$ cat src/hdl/wmmn_pkg.sv
package wmmn_pkg;

    localparam int SAMPLE_BITS = 16;
    localparam int FRAC_BITS   = 15;
    localparam int MAX_WINDOW  = 128;
    localparam int AXES        = 3;
    localparam int LEN_BITS    = 8;
    localparam int NORM_BITS   = 16;

    localparam int QUOT_BITS   = FRAC_BITS + 1;
    localparam int DIFF_BITS   = SAMPLE_BITS;
    localparam int REM_BITS    = SAMPLE_BITS + 1;
    localparam int STEP_BITS   = $clog2(FRAC_BITS + 1);
    localparam int COUNT_BITS  = $clog2(MAX_WINDOW + 1);

    typedef logic signed [SAMPLE_BITS-1:0] sample_t;
    typedef logic [NORM_BITS-1:0]          norm_t;
    typedef logic [LEN_BITS-1:0]           len_t;

    localparam len_t    WINDOW_RESET = len_t'(100);
    localparam sample_t SAMPLE_HIGH  = sample_t'({1'b0, {(SAMPLE_BITS-1){1'b1}}});
    localparam sample_t SAMPLE_LOW   = sample_t'({1'b1, {(SAMPLE_BITS-1){1'b0}}});

    // controller to datapath
    typedef struct packed {
        logic accept;
        logic div_step;
        logic div_first;
        logic load_result;
    } dp_cmd_t;

    // datapath to controller
    typedef struct packed {
        logic window_done;
    } dp_status_t;

endpackage

$ cat src/hdl/wmmn_sample_if.sv
interface wmmn_sample_if;
    logic               valid;
    logic               ready;
    wmmn_pkg::sample_t  accel_x;
    wmmn_pkg::sample_t  accel_y;
    wmmn_pkg::sample_t  accel_z;

    modport source (output valid, output accel_x, output accel_y, output accel_z, input ready);
    modport sink   (input valid, input accel_x, input accel_y, input accel_z, output ready);
endinterface

$ cat src/hdl/wmmn_result_if.sv
interface wmmn_result_if;
    logic                           valid;
    logic                           ready;
    wmmn_pkg::norm_t                norm_x;
    wmmn_pkg::norm_t                norm_y;
    wmmn_pkg::norm_t                norm_z;
    logic [wmmn_pkg::AXES-1:0]      degenerate_mask;

    modport source (output valid, output norm_x, output norm_y, output norm_z,
                    output degenerate_mask, input ready);
    modport sink   (input valid, input norm_x, input norm_y, input norm_z,
                    input degenerate_mask, output ready);
endinterface

$ cat src/hdl/wmmn_cfg_if.sv
interface wmmn_cfg_if;
    logic           valid;
    logic           ready;
    wmmn_pkg::len_t window_length;

    modport source (output valid, output window_length, input ready);
    modport sink   (input valid, input window_length, output ready);
endinterface

$ cat src/hdl/windowed_minmax_normalizer.sv
// Windowed min/max normalizer for three-axis accelerometer samples. Each sample
// transfer folds the sample into a running per-axis minimum and maximum. The sample
// that closes a window of window_length samples (0 acts as 1, values above 128 act
// as 128) is emitted as (x - min) / (max - min) per axis in unsigned Q1.15,
// truncated, so 1.0 reads 32768; an axis whose max equals its min gives 0 and sets
// its bit in degenerate_mask (bit 0 x, bit 1 y, bit 2 z). Min, max and count then
// restart. Timing: a sample that does not close a window is taken while the block is idle, and the
// next may follow at once. A closing sample starts a radix-2 restoring divider,
// one quotient bit per cycle for all three axes side by side, so the block takes
// no new sample until its 16 divide steps and the handoff to the output register
// are done, plus any cycles the result register waits for the sink to
// take an earlier result. The result is held in a register, so it can wait on the
// sink while new samples of the next window are taken. Write window_length only
// while the block is idle.
module windowed_minmax_normalizer (
    input  logic                    clk,
    input  logic                    rst_n,
    wmmn_sample_if.sink             sample,
    wmmn_result_if.source           result,
    wmmn_cfg_if.sink                cfg
);

    wmmn_pkg::dp_cmd_t      cmd;
    wmmn_pkg::dp_status_t   status;
    logic                   in_ready;
    logic                   out_valid;

    // register writes are always taken
    assign cfg.ready    = 1'b1;
    assign sample.ready = in_ready;
    assign result.valid = out_valid;

    // sequencing: sample transfers, divide steps, result handoff
    wmmn_ctrl u_ctrl (
        .clk        (clk),
        .rst_n      (rst_n),
        .in_valid   (sample.valid),
        .in_ready   (in_ready),
        .out_valid  (out_valid),
        .out_ready  (result.ready),
        .status     (status),
        .cmd        (cmd)
    );

    // window min/max, window count, per-axis divider lanes and result register
    wmmn_datapath u_datapath (
        .clk             (clk),
        .rst_n           (rst_n),
        .accel_x         (sample.accel_x),
        .accel_y         (sample.accel_y),
        .accel_z         (sample.accel_z),
        .cfg_write       (cfg.valid),
        .cfg_data        (cfg.window_length),
        .cmd             (cmd),
        .status          (status),
        .norm_x          (result.norm_x),
        .norm_y          (result.norm_y),
        .norm_z          (result.norm_z),
        .degenerate_mask (result.degenerate_mask)
    );

endmodule

$ cat src/hdl/wmmn_datapath.sv
module wmmn_datapath (
    input  logic                        clk,
    input  logic                        rst_n,
    input  wmmn_pkg::sample_t           accel_x,
    input  wmmn_pkg::sample_t           accel_y,
    input  wmmn_pkg::sample_t           accel_z,
    input  logic                        cfg_write,
    input  wmmn_pkg::len_t              cfg_data,
    input  wmmn_pkg::dp_cmd_t           cmd,
    output wmmn_pkg::dp_status_t        status,
    output wmmn_pkg::norm_t             norm_x,
    output wmmn_pkg::norm_t             norm_y,
    output wmmn_pkg::norm_t             norm_z,
    output logic [wmmn_pkg::AXES-1:0]   degenerate_mask
);

    wmmn_pkg::sample_t                      samp       [wmmn_pkg::AXES];
    wmmn_pkg::sample_t                      max_reg    [wmmn_pkg::AXES];
    wmmn_pkg::sample_t                      min_reg    [wmmn_pkg::AXES];
    wmmn_pkg::sample_t                      max_new    [wmmn_pkg::AXES];
    wmmn_pkg::sample_t                      min_new    [wmmn_pkg::AXES];
    logic signed [wmmn_pkg::SAMPLE_BITS:0]  num_wide   [wmmn_pkg::AXES];
    logic signed [wmmn_pkg::SAMPLE_BITS:0]  den_wide   [wmmn_pkg::AXES];
    logic [wmmn_pkg::REM_BITS-1:0]          rem_reg    [wmmn_pkg::AXES];
    logic [wmmn_pkg::DIFF_BITS-1:0]         den_reg    [wmmn_pkg::AXES];
    logic [wmmn_pkg::QUOT_BITS-1:0]         quot_reg   [wmmn_pkg::AXES];
    logic [wmmn_pkg::REM_BITS-1:0]          trial      [wmmn_pkg::AXES];
    logic [wmmn_pkg::REM_BITS-1:0]          rem_next   [wmmn_pkg::AXES];
    logic [wmmn_pkg::QUOT_BITS-1:0]         quot_next  [wmmn_pkg::AXES];
    wmmn_pkg::norm_t                        norm_reg   [wmmn_pkg::AXES];
    logic [wmmn_pkg::AXES-1:0]              degen_reg;
    logic [wmmn_pkg::AXES-1:0]              degen_new;
    logic [wmmn_pkg::AXES-1:0]              mask_reg;
    logic [wmmn_pkg::COUNT_BITS-1:0]        count_reg;
    logic [wmmn_pkg::COUNT_BITS-1:0]        count_inc;
    logic [wmmn_pkg::COUNT_BITS-1:0]        eff_len;
    wmmn_pkg::len_t                         wl_reg;

    assign samp[0] = accel_x;
    assign samp[1] = accel_y;
    assign samp[2] = accel_z;

    // zero acts as one, oversize clamps to the window depth
    always_comb
    begin
        if (wl_reg == '0)
            eff_len = wmmn_pkg::COUNT_BITS'(1);
        else if (int'(wl_reg) > wmmn_pkg::MAX_WINDOW)
            eff_len = wmmn_pkg::COUNT_BITS'(wmmn_pkg::MAX_WINDOW);
        else
            eff_len = wmmn_pkg::COUNT_BITS'(wl_reg);
    end

    assign count_inc          = count_reg + 1'b1;
    assign status.window_done = (count_inc >= eff_len);

    // fold the incoming sample, form numerator and denominator
    always_comb
    begin
        for (int i = 0; i < wmmn_pkg::AXES; i++)
        begin
            max_new[i]   = (samp[i] > max_reg[i]) ? samp[i] : max_reg[i];
            min_new[i]   = (samp[i] < min_reg[i]) ? samp[i] : min_reg[i];
            num_wide[i]  = {samp[i][wmmn_pkg::SAMPLE_BITS-1], samp[i]}
                         - {min_new[i][wmmn_pkg::SAMPLE_BITS-1], min_new[i]};
            den_wide[i]  = {max_new[i][wmmn_pkg::SAMPLE_BITS-1], max_new[i]}
                         - {min_new[i][wmmn_pkg::SAMPLE_BITS-1], min_new[i]};
            degen_new[i] = (max_new[i] <= min_new[i]);
        end
    end

    // one restoring step per axis: first step compares unshifted
    always_comb
    begin
        for (int i = 0; i < wmmn_pkg::AXES; i++)
        begin
            trial[i] = cmd.div_first ? rem_reg[i] : {rem_reg[i][wmmn_pkg::REM_BITS-2:0], 1'b0};
            if (trial[i] >= {1'b0, den_reg[i]})
            begin
                rem_next[i]  = trial[i] - {1'b0, den_reg[i]};
                quot_next[i] = {quot_reg[i][wmmn_pkg::QUOT_BITS-2:0], 1'b1};
            end
            else
            begin
                rem_next[i]  = trial[i];
                quot_next[i] = {quot_reg[i][wmmn_pkg::QUOT_BITS-2:0], 1'b0};
            end
        end
    end

    // window state and configuration
    always_ff @(posedge clk or negedge rst_n)
    begin
        if (!rst_n)
        begin
            for (int i = 0; i < wmmn_pkg::AXES; i++)
            begin
                max_reg[i] <= wmmn_pkg::SAMPLE_LOW;
                min_reg[i] <= wmmn_pkg::SAMPLE_HIGH;
            end
            count_reg <= '0;
            wl_reg    <= wmmn_pkg::WINDOW_RESET;
        end
        else
        begin
            if (cfg_write)
                wl_reg <= cfg_data;
            if (cmd.accept)
            begin
                if (status.window_done)
                begin
                    for (int i = 0; i < wmmn_pkg::AXES; i++)
                    begin
                        max_reg[i] <= wmmn_pkg::SAMPLE_LOW;
                        min_reg[i] <= wmmn_pkg::SAMPLE_HIGH;
                    end
                    count_reg <= '0;
                end
                else
                begin
                    for (int i = 0; i < wmmn_pkg::AXES; i++)
                    begin
                        max_reg[i] <= max_new[i];
                        min_reg[i] <= min_new[i];
                    end
                    count_reg <= count_inc;
                end
            end
        end
    end

    // divider and output payload
    always_ff @(posedge clk)
    begin
        for (int i = 0; i < wmmn_pkg::AXES; i++)
        begin
            if (cmd.accept && status.window_done)
            begin
                rem_reg[i]  <= {1'b0, num_wide[i][wmmn_pkg::DIFF_BITS-1:0]};
                den_reg[i]  <= den_wide[i][wmmn_pkg::DIFF_BITS-1:0];
                quot_reg[i] <= '0;
            end
            else if (cmd.div_step)
            begin
                rem_reg[i]  <= rem_next[i];
                quot_reg[i] <= quot_next[i];
            end
            if (cmd.load_result)
                norm_reg[i] <= degen_reg[i] ? '0 : wmmn_pkg::NORM_BITS'(quot_reg[i]);
        end
        if (cmd.accept && status.window_done)
            degen_reg <= degen_new;
        if (cmd.load_result)
            mask_reg <= degen_reg;
    end

    assign norm_x          = norm_reg[0];
    assign norm_y          = norm_reg[1];
    assign norm_z          = norm_reg[2];
    assign degenerate_mask = mask_reg;

endmodule

$ cat src/hdl/wmmn_ctrl.sv
module wmmn_ctrl (
    input  logic                    clk,
    input  logic                    rst_n,
    input  logic                    in_valid,
    output logic                    in_ready,
    output logic                    out_valid,
    input  logic                    out_ready,
    input  wmmn_pkg::dp_status_t    status,
    output wmmn_pkg::dp_cmd_t       cmd
);

    typedef enum logic [1:0] {
        S_IDLE,
        S_DIVIDE,
        S_HOLD
    } state_t;

    state_t                         state_reg;
    logic [wmmn_pkg::STEP_BITS-1:0] step_reg;
    logic                           out_valid_reg;

    assign in_ready        = (state_reg == S_IDLE);
    assign out_valid       = out_valid_reg;
    assign cmd.accept      = in_valid && in_ready;
    assign cmd.div_step    = (state_reg == S_DIVIDE);
    assign cmd.div_first   = (step_reg == '0);
    assign cmd.load_result = (state_reg == S_HOLD) && (!out_valid_reg || out_ready);

    always_ff @(posedge clk or negedge rst_n)
    begin
        if (!rst_n)
        begin
            state_reg     <= S_IDLE;
            step_reg      <= '0;
            out_valid_reg <= 1'b0;
        end
        else
        begin
            unique case (state_reg)
                S_IDLE:
                begin
                    if (cmd.accept && status.window_done)
                    begin
                        state_reg <= S_DIVIDE;
                        step_reg  <= '0;
                    end
                end
                S_DIVIDE:
                begin
                    if (step_reg == wmmn_pkg::STEP_BITS'(wmmn_pkg::FRAC_BITS))
                        state_reg <= S_HOLD;
                    else
                        step_reg <= step_reg + 1'b1;
                end
                S_HOLD:
                begin
                    if (cmd.load_result)
                        state_reg <= S_IDLE;
                end
                default:
                begin
                    state_reg <= S_IDLE;
                end
            endcase

            if (cmd.load_result)
                out_valid_reg <= 1'b1;
            else if (out_ready)
                out_valid_reg <= 1'b0;
        end
    end

endmodule

$ cat src/flat_wrapper.sv
// flat-port wrapper written by rule: the top's interface ports become plain ports
module windowed_minmax_normalizer_flat 
  (clk, rst_n, sample_valid, sample_accel_x, sample_accel_y, sample_accel_z, sample_ready, result_valid, result_norm_x, result_norm_y, result_norm_z, result_degenerate_mask, result_ready, cfg_valid, cfg_window_length, cfg_ready);
  wmmn_sample_if sample_i ();
  wmmn_result_if result_i ();
  wmmn_cfg_if cfg_i ();
  input  logic clk;
  input  logic rst_n;
  input wire logic [$bits(sample_i.valid)-1:0] sample_valid;
  input wire logic [$bits(sample_i.accel_x)-1:0] sample_accel_x;
  input wire logic [$bits(sample_i.accel_y)-1:0] sample_accel_y;
  input wire logic [$bits(sample_i.accel_z)-1:0] sample_accel_z;
  output wire logic [$bits(sample_i.ready)-1:0] sample_ready;
  output wire logic [$bits(result_i.valid)-1:0] result_valid;
  output wire logic [$bits(result_i.norm_x)-1:0] result_norm_x;
  output wire logic [$bits(result_i.norm_y)-1:0] result_norm_y;
  output wire logic [$bits(result_i.norm_z)-1:0] result_norm_z;
  output wire logic [$bits(result_i.degenerate_mask)-1:0] result_degenerate_mask;
  input wire logic [$bits(result_i.ready)-1:0] result_ready;
  input wire logic [$bits(cfg_i.valid)-1:0] cfg_valid;
  input wire logic [$bits(cfg_i.window_length)-1:0] cfg_window_length;
  output wire logic [$bits(cfg_i.ready)-1:0] cfg_ready;
  assign sample_i.valid = sample_valid;
  assign sample_i.accel_x = sample_accel_x;
  assign sample_i.accel_y = sample_accel_y;
  assign sample_i.accel_z = sample_accel_z;
  assign sample_ready = sample_i.ready;
  assign result_valid = result_i.valid;
  assign result_norm_x = result_i.norm_x;
  assign result_norm_y = result_i.norm_y;
  assign result_norm_z = result_i.norm_z;
  assign result_degenerate_mask = result_i.degenerate_mask;
  assign result_i.ready = result_ready;
  assign cfg_i.valid = cfg_valid;
  assign cfg_i.window_length = cfg_window_length;
  assign cfg_ready = cfg_i.ready;
  windowed_minmax_normalizer u_core (.clk(clk), .rst_n(rst_n), .sample(sample_i), .result(result_i), .cfg(cfg_i));
endmodule
$ cat config.mk
export PLATFORM = sky130hd
export DESIGN_NAME = windowed_minmax_normalizer_flat
export DESIGN_NICKNAME = d
export VERILOG_FILES = /design/src/hdl/wmmn_pkg.sv /design/src/hdl/wmmn_sample_if.sv /design/src/hdl/wmmn_result_if.sv /design/src/hdl/wmmn_cfg_if.sv /design/src/hdl/windowed_minmax_normalizer.sv /design/src/hdl/wmmn_datapath.sv /design/src/hdl/wmmn_ctrl.sv /design/src/flat_wrapper.sv
export SDC_FILE = /design/constraint.sdc
export NUM_CORES = 1
export LEC_CHECK = 0
export ABC_AREA = 0
export BUFFER_PORTS_ARGS = -buffer_cell sky130_fd_sc_hd__buf_2
export CORE_MARGIN = 10
export CORE_UTILIZATION = 35
export CTS_CLUSTER_SIZE = 24
export DETAILED_ROUTE_END_ITERATION = 8
export PLACE_DENSITY_LB_ADDON = 0.1
export SLEW_MARGIN = 25
export SYNTH_ARGS = -nofsm -noshare
export SYNTH_HDL_FRONTEND = slang
export SYNTH_SLANG_ARGS = --single-unit
export TNS_END_PERCENT = 1
$ cat constraint.sdc
create_clock -name clk -period 22.9 [get_ports clk]
set_clock_uncertainty 0.15 [all_clocks]
set_input_delay 1.145 -clock clk [delete_from_list [all_inputs] [get_ports clk]]
set_output_delay 1.145 -clock clk [all_outputs]
set_load 0.01 [all_outputs]
==> out/qor.yml, run 1 <==
synthTopCellsByArea: "edfxtp_1, ha_1, dfrtp_1"
htreeDepth: 2
max_stage_delay_ns: 0.70
netlist_instances: 2270
rows: 93
synth_commonest_cells: "ha_1, edfxtp_1, inv_1"
grt_overflow: 0
slowest_stage: "nor3b_4"
clock_path_buffers: 3
whs_ns: 0.3524
crit_buf_inv: 2
maxCapViolations: 0
yosysTopAreaCellShare_pct: 26.41
clock_latency_ns: 0.58
setup_viol: 0
areaGrowthSynthToFinish_pct: 12.56
hold_path_class: "flop to flop"
ys.warnings.count: 0
grt_pass1_vias: 17310
grt_pass1_wl_mm: 95.16
first_pass_iters: 5
path_class: "flop to flop"
yosys.cell_count.top_type: "ha_1"
grt_antenna_before_repair: 0
fin_tns_setup_ns: 0
cts_tree: "built"
cp_data_arrival_time_ns: 5.73
timing.final.crit_share_pct: 24.23
cp-start-kind: "flop"
gp_congestion: 0.8488
io_pins: 115
ys.flop_type: "edfxtp_1"
crit_top_cell: "ha_1"
cts_setup_buffers: 0
io_buffers: 113
cts_made_buffers: 40
cts-root-buf: "clkbuf_16"
synth_edf_count: 201
r2r_slack_ns: 17.35
die_area_um2: 75910
die-height_um: 275.5
max-slew-margin-rel_pct: 35.69
syn_area_um2: 22850
max_freq_ghz: 0.1802
place_ws_ns: 16.75
ys_async_sr_fraction_pct: 37.19
final.fill_count: 6431
clk_pin_slew_worst_paths_ns: 0.06
drv_slew: 0
path_cells: "inv_1 -> ha_1 -> nor3b_4 -> buf_4 -> mux2_2 -> ha_1 -> nor2b_1 -> o31ai_1 -> a21oi_1 -> a21oi_2 -> o21ai_1 -> a21bo_1 -> and2_1 -> a221o_1"
drt_iter0_drc: 1023
ys_seq_area_share_pct: 39.73
max_slew.worst_pin.slew_ns: 0.9619
critPathRequiredTime_ns: 23.08
grt_max_degree: 59
largest_reg_flops: 51
ys_types: 80
antennaDiodeCount: 0
rsz0062_at_grt: "no"
hold_buffers: 0
drtAntennaViolNets: 0
die_w_um: 275.5
hold_viol: 0
fp.coreArea_um2: 64580
path_delay_family: "compound AO/OA/AOI/OAI gates"
avgSynthCellArea_um2: 10.07
synth-seq-cells: 320
status: "finished clean"
via_per_inst: 5.212
layout_min_cycle_time_ns: 5.548
wl_mm: 58.76
syn_nets: 2585
drc: 0
clkSinkCount: 320
nNetsFinal: 2694
dp_hpwl_mm: 43.89
yosysTopAreaCell: "edfxtp_1"
wl_per_cell_um: 18.00
post_cts_resize_count: 0
path_max_fanout: 38
start_util_pct: 35.38
num_vias: 17020
grt_use_total_pct: 15.40
fin_ws_ns: 17.35
endpoint_kind: "flop"
layout-drive-gt1-share_pct: 14.07
## worst register-to-register path, stage by stage, from the launching register on
cell and delay (ns):
dfrtp_1 0.41, inv_1 0.08, ha_1 0.16, nor3b_4 0.70, buf_4 0.59, mux2_2 0.47, ha_1 0.37, nor2b_1 0.18
o31ai_1 0.40, a21oi_1 0.20, a21oi_2 0.23, o21ai_1 0.12, a21bo_1 0.54, and2_1 0.38, a221o_1 0.32
## per-stage QoR
stage | util [%] | cell area, µm² | instances
finish | 39.83 | 25720 | 3265
global route | 39.83 | 25720 | 3265
CTS | 39.83 | 25720 | 3265
detailed placement | 37.78 | 24400 | 3192
global placement | 37.78 | 24400 | 3192
floorplan | - | 22850 | 2270
## per-layer routing
metal / global-route usage [%] / vias up / share of wire [%]
met4: 3.753 / 0 / 1.9
li1: - / 8525 / -
met2: 24.31 / 230 / 45
met3: 2.423 / 66 / 3.9
met5: 0 / - / 0
met1: 21.72 / 8197 / 50
## worst paths after layout
path / startpoint / to / cells past startpoint
max: u_core.u_ctrl.step_reg[0] / u_core.u_datapath.rem_reg[0][9] / 14
min: u_core.u_datapath.count_reg[7] / u_core.u_datapath.count_reg[7] / 2
max reg2reg: u_core.u_ctrl.step_reg[0] / u_core.u_datapath.rem_reg[0][9] / 14
min reg2reg: u_core.u_datapath.count_reg[7] / u_core.u_datapath.count_reg[7] / 2
max in group asynchronous: rst_n / u_core.u_datapath.min_reg[31] / 3
min in group asynchronous: rst_n / u_core.u_datapath.max_reg[39] / 1
## area by class of cell
type                       instances  area (µm²)  share of cell area, %
inverter                         197       739.5                  2.875
clock buffer                      53        1080                  4.198
sequential                       320        9077                  35.29
tap                              855        1070                  4.159
multi-input combinational       1687       12800                  49.75
clock inverter                    20       239.0                 0.9291
timing repair buffer             133       718.2                  2.792
## logic make-up after synthesis
logic type               after synthesis  share of synthesized area, %
AO/OA/AOI/OAI                        564                         16.65
AND/OR/NAND/NOR                      588                         12.80
buffers and inverters                263                         4.474
XOR/XNOR                             110                         4.216
multiplexers                         170                         7.923
adder cells (fa/ha/maj)              254                         14.20
flip-flops                           320                         39.73
other                                  1                       0.01641
## layout by cell type (no fill, tap or decap), drive strengths merged, types with 9 or more instances in the layout
cell and instances:
dfstp 51, mux2 87, xor2 37, nand4 28, nand2 142, a21oi 120
o211ai 15, or3 9, nand2b 18, o22a 31, o21a 31, o21ai 116
a211oi 19, nor3 35, and2 57, edfxtp 201, a22o 45, inv 196
buf 133, ha 245, nor2 140, fa 9, a21o 51, xnor2 73
mux2i 83, o21bai 12, clkinv 16, dfrtp 68, clkbuf 53, a22oi 18
nor4 12, a21boi 14, a31oi 25, and3 14, nor2b 75, nand3 39
Power of run 1 is not shown: default switching activity piles up to over one toggle a cycle in this logic, so the estimate is an artifact.
==> run 2, diff against run 1 <==
==> constraint.sdc (replaced) <==
create_clock -name clk -period 4.75 [get_ports clk]
set_clock_uncertainty 0.15 [all_clocks]
set_input_delay 0.2375 -clock clk [delete_from_list [all_inputs] [get_ports clk]]
set_output_delay 0.2375 -clock clk [all_outputs]
set_load 0.01 [all_outputs]
==> run 2 against run 1 <==
  * Routed wire length up 3.1%
  * Hold slack lost 0.23 ns
  * Setup slack got worse by 17 ns
  * Fmax grew 22%
  * Utilization grew 2.1 points
  * Non-clock buffer count is 103 higher
  * Final area rose by 5.2%
  * Final cell count is 3.3% higher
  * Global-route usage rose by 0.26 points
  * Critical path depth is 5 higher
  * Register-to-register slack worse by 17 ns
  * Sequential share of layout area fell by 1.8 points
==> out/qor.yml, run 2 (synthesis gave the netlist of run 1 again) <==
nNetsFinal: 2799
grt_overflow: 0
rows: 93
cts_tree: "built"
maxCapViolations: 0
grt_max_degree: 62
largest_reg_flops: 51
timing.final.crit_share_pct: 95.79
grt_pass1_wl_mm: 96.63
critPathRequiredTime_ns: 5.00
fp.coreArea_um2: 64580
layout-drive-gt1-share_pct: 17.16
final_cell_mix: "ha_1, edfxtp_1, inv_1"
multi_input_area_um2: 13100
clock_latency_ns: 0.59
r2r_end: "u_core.u_datapath.den_reg[0][10]"
wl_per_cell_um: 17.95
start_util_pct: 35.38
die_w_um: 275.5
clk_pin_slew_worst_paths_ns: 0.06
hold_path_end: "u_core.u_datapath.min_reg[15]"
status: "finished clean"
max-slew-margin-rel_pct: 37.38
crit-reg2reg-launch: "u_core.u_datapath.min_reg[42]"
regArea_um2: 9077
path_class: "flop to flop"
areaGrowthSynthToFinish_pct: 18.47
io_pins: 115
drtAntennaViolNets: 0
die_area_um2: 75910
min-delay-start: "sample_valid"
final_common_cell: "ha_1"
gp_congestion: 0.8839
cts_made_buffers: 42
grt_antenna_before_repair: 1
rsz0062_at_grt: "yes"
grt_pass1_vias: 17580
fin_cells: 3374
first_pass_iters: 4
grt_use_total_pct: 15.66
postPlaceCellArea_um2: 24690
cp_data_arrival_time_ns: 4.80
finish.instance_area_um2: 27070
drc: 0
endpoint_kind: "flop"
setup_viol: 0
num_vias: 17530
via_per_inst: 5.197
htreeDepth: 2
clock_path_buffers: 3
cts-root-buf: "clkbuf_16"
path_max_fanout: 8
clkSinkCount: 320
cp-start-kind: "flop"
die-height_um: 275.5
final.fill_count: 6285
max_slew.worst_pin.slew_ns: 0.9393
hold_viol: 0
post-route-util_pct: 41.92
max_freq_ghz: 0.2198
io_buffers: 113
hold_path_class: "input port to flop"
layout_min_cycle_time_ns: 4.550
r2r_cells: 19
drt_iter0_drc: 878
holdPathStages: 4
dp_hpwl_mm: 44.92
dp.cells: 3227
fin_tns_setup_ns: 0
r2r_slack_ns: 0.20
wl_mm: 60.56
drv_slew: 0
==> run 2: final cells by class <==
class                      count  share of cell area [%]
multi-input combinational   1687                   48.41
sequential                   320                   33.53
inverter                     197                   2.732
timing repair buffer         236                   6.235
clock buffer                  63                   4.474
clock inverter                15                  0.6609
antenna                        1                0.009244
tap                          855                   3.952
==> run 2: routing by layer <==
metal	share of wire, %	GRT usage [%]
met3	4.1	2.544
met1	49	21.98
met5	0	0
met4	1.6	3.811
met2	45	24.78
==> run 2: worst max-delay path by stage <==
stage                                        startpoint                                to  slack [ns]
after floorplan           u_core.u_datapath.min_reg[21]  u_core.u_datapath.rem_reg[1][10]        0.11
after global placement     u_core.u_datapath.min_reg[2]    u_core.u_datapath.degen_reg[2]        0.15
after detailed placement  u_core.u_datapath.min_reg[21]  u_core.u_datapath.rem_reg[1][15]        0.04
after CTS                 u_core.u_datapath.min_reg[21]  u_core.u_datapath.rem_reg[1][15]        0.04
after global routing      u_core.u_datapath.min_reg[42]  u_core.u_datapath.den_reg[0][10]       -0.04
final                     u_core.u_datapath.min_reg[42]  u_core.u_datapath.den_reg[0][10]        0.20
==> run 2: through the flow <==
| step | hold WS [ns] | worst slack, ns |
|---|---|---|
| final | 0.1252 | 0.1998 |
| after global routing | 0.1319 | -0.03991 |
| after CTS | 0.1103 | 0.04410 |
| after detailed placement | 0.2916 | 0.04228 |
| after global placement | 0.2803 | 0.1483 |
| after floorplan | -0.2081 | 0.1133 |
==> run 2: timing repair <==
action                                  4_1_cts  5_1_grt
gates resized for setup                       0       69
hold endpoints to repair                    121        0
hold buffers                                 67        0
setup buffers                                 0        1
endpoints found under the setup margin        0       25
==> run 2: worst max-delay path, cell delays in order (launching register included) <==
cell      delay [ns]
dfstp_2         0.55
inv_1           0.04
ha_1            0.29
a211o_1         0.28
nor4_1          0.17
o21ai_1         0.13
a41oi_2         0.17
o31ai_1         0.10
a21o_2          0.25
buf_6           0.17
mux2i_2         0.20
ha_1            0.27
nor2b_1         0.13
o21ai_1         0.16
a21boi_1        0.14
o211ai_1        0.25
a21boi_1        0.13
o21ai_1         0.21
or4b_1          0.47
o311ai_1        0.11
Power of run 2 is left out for the same reason.
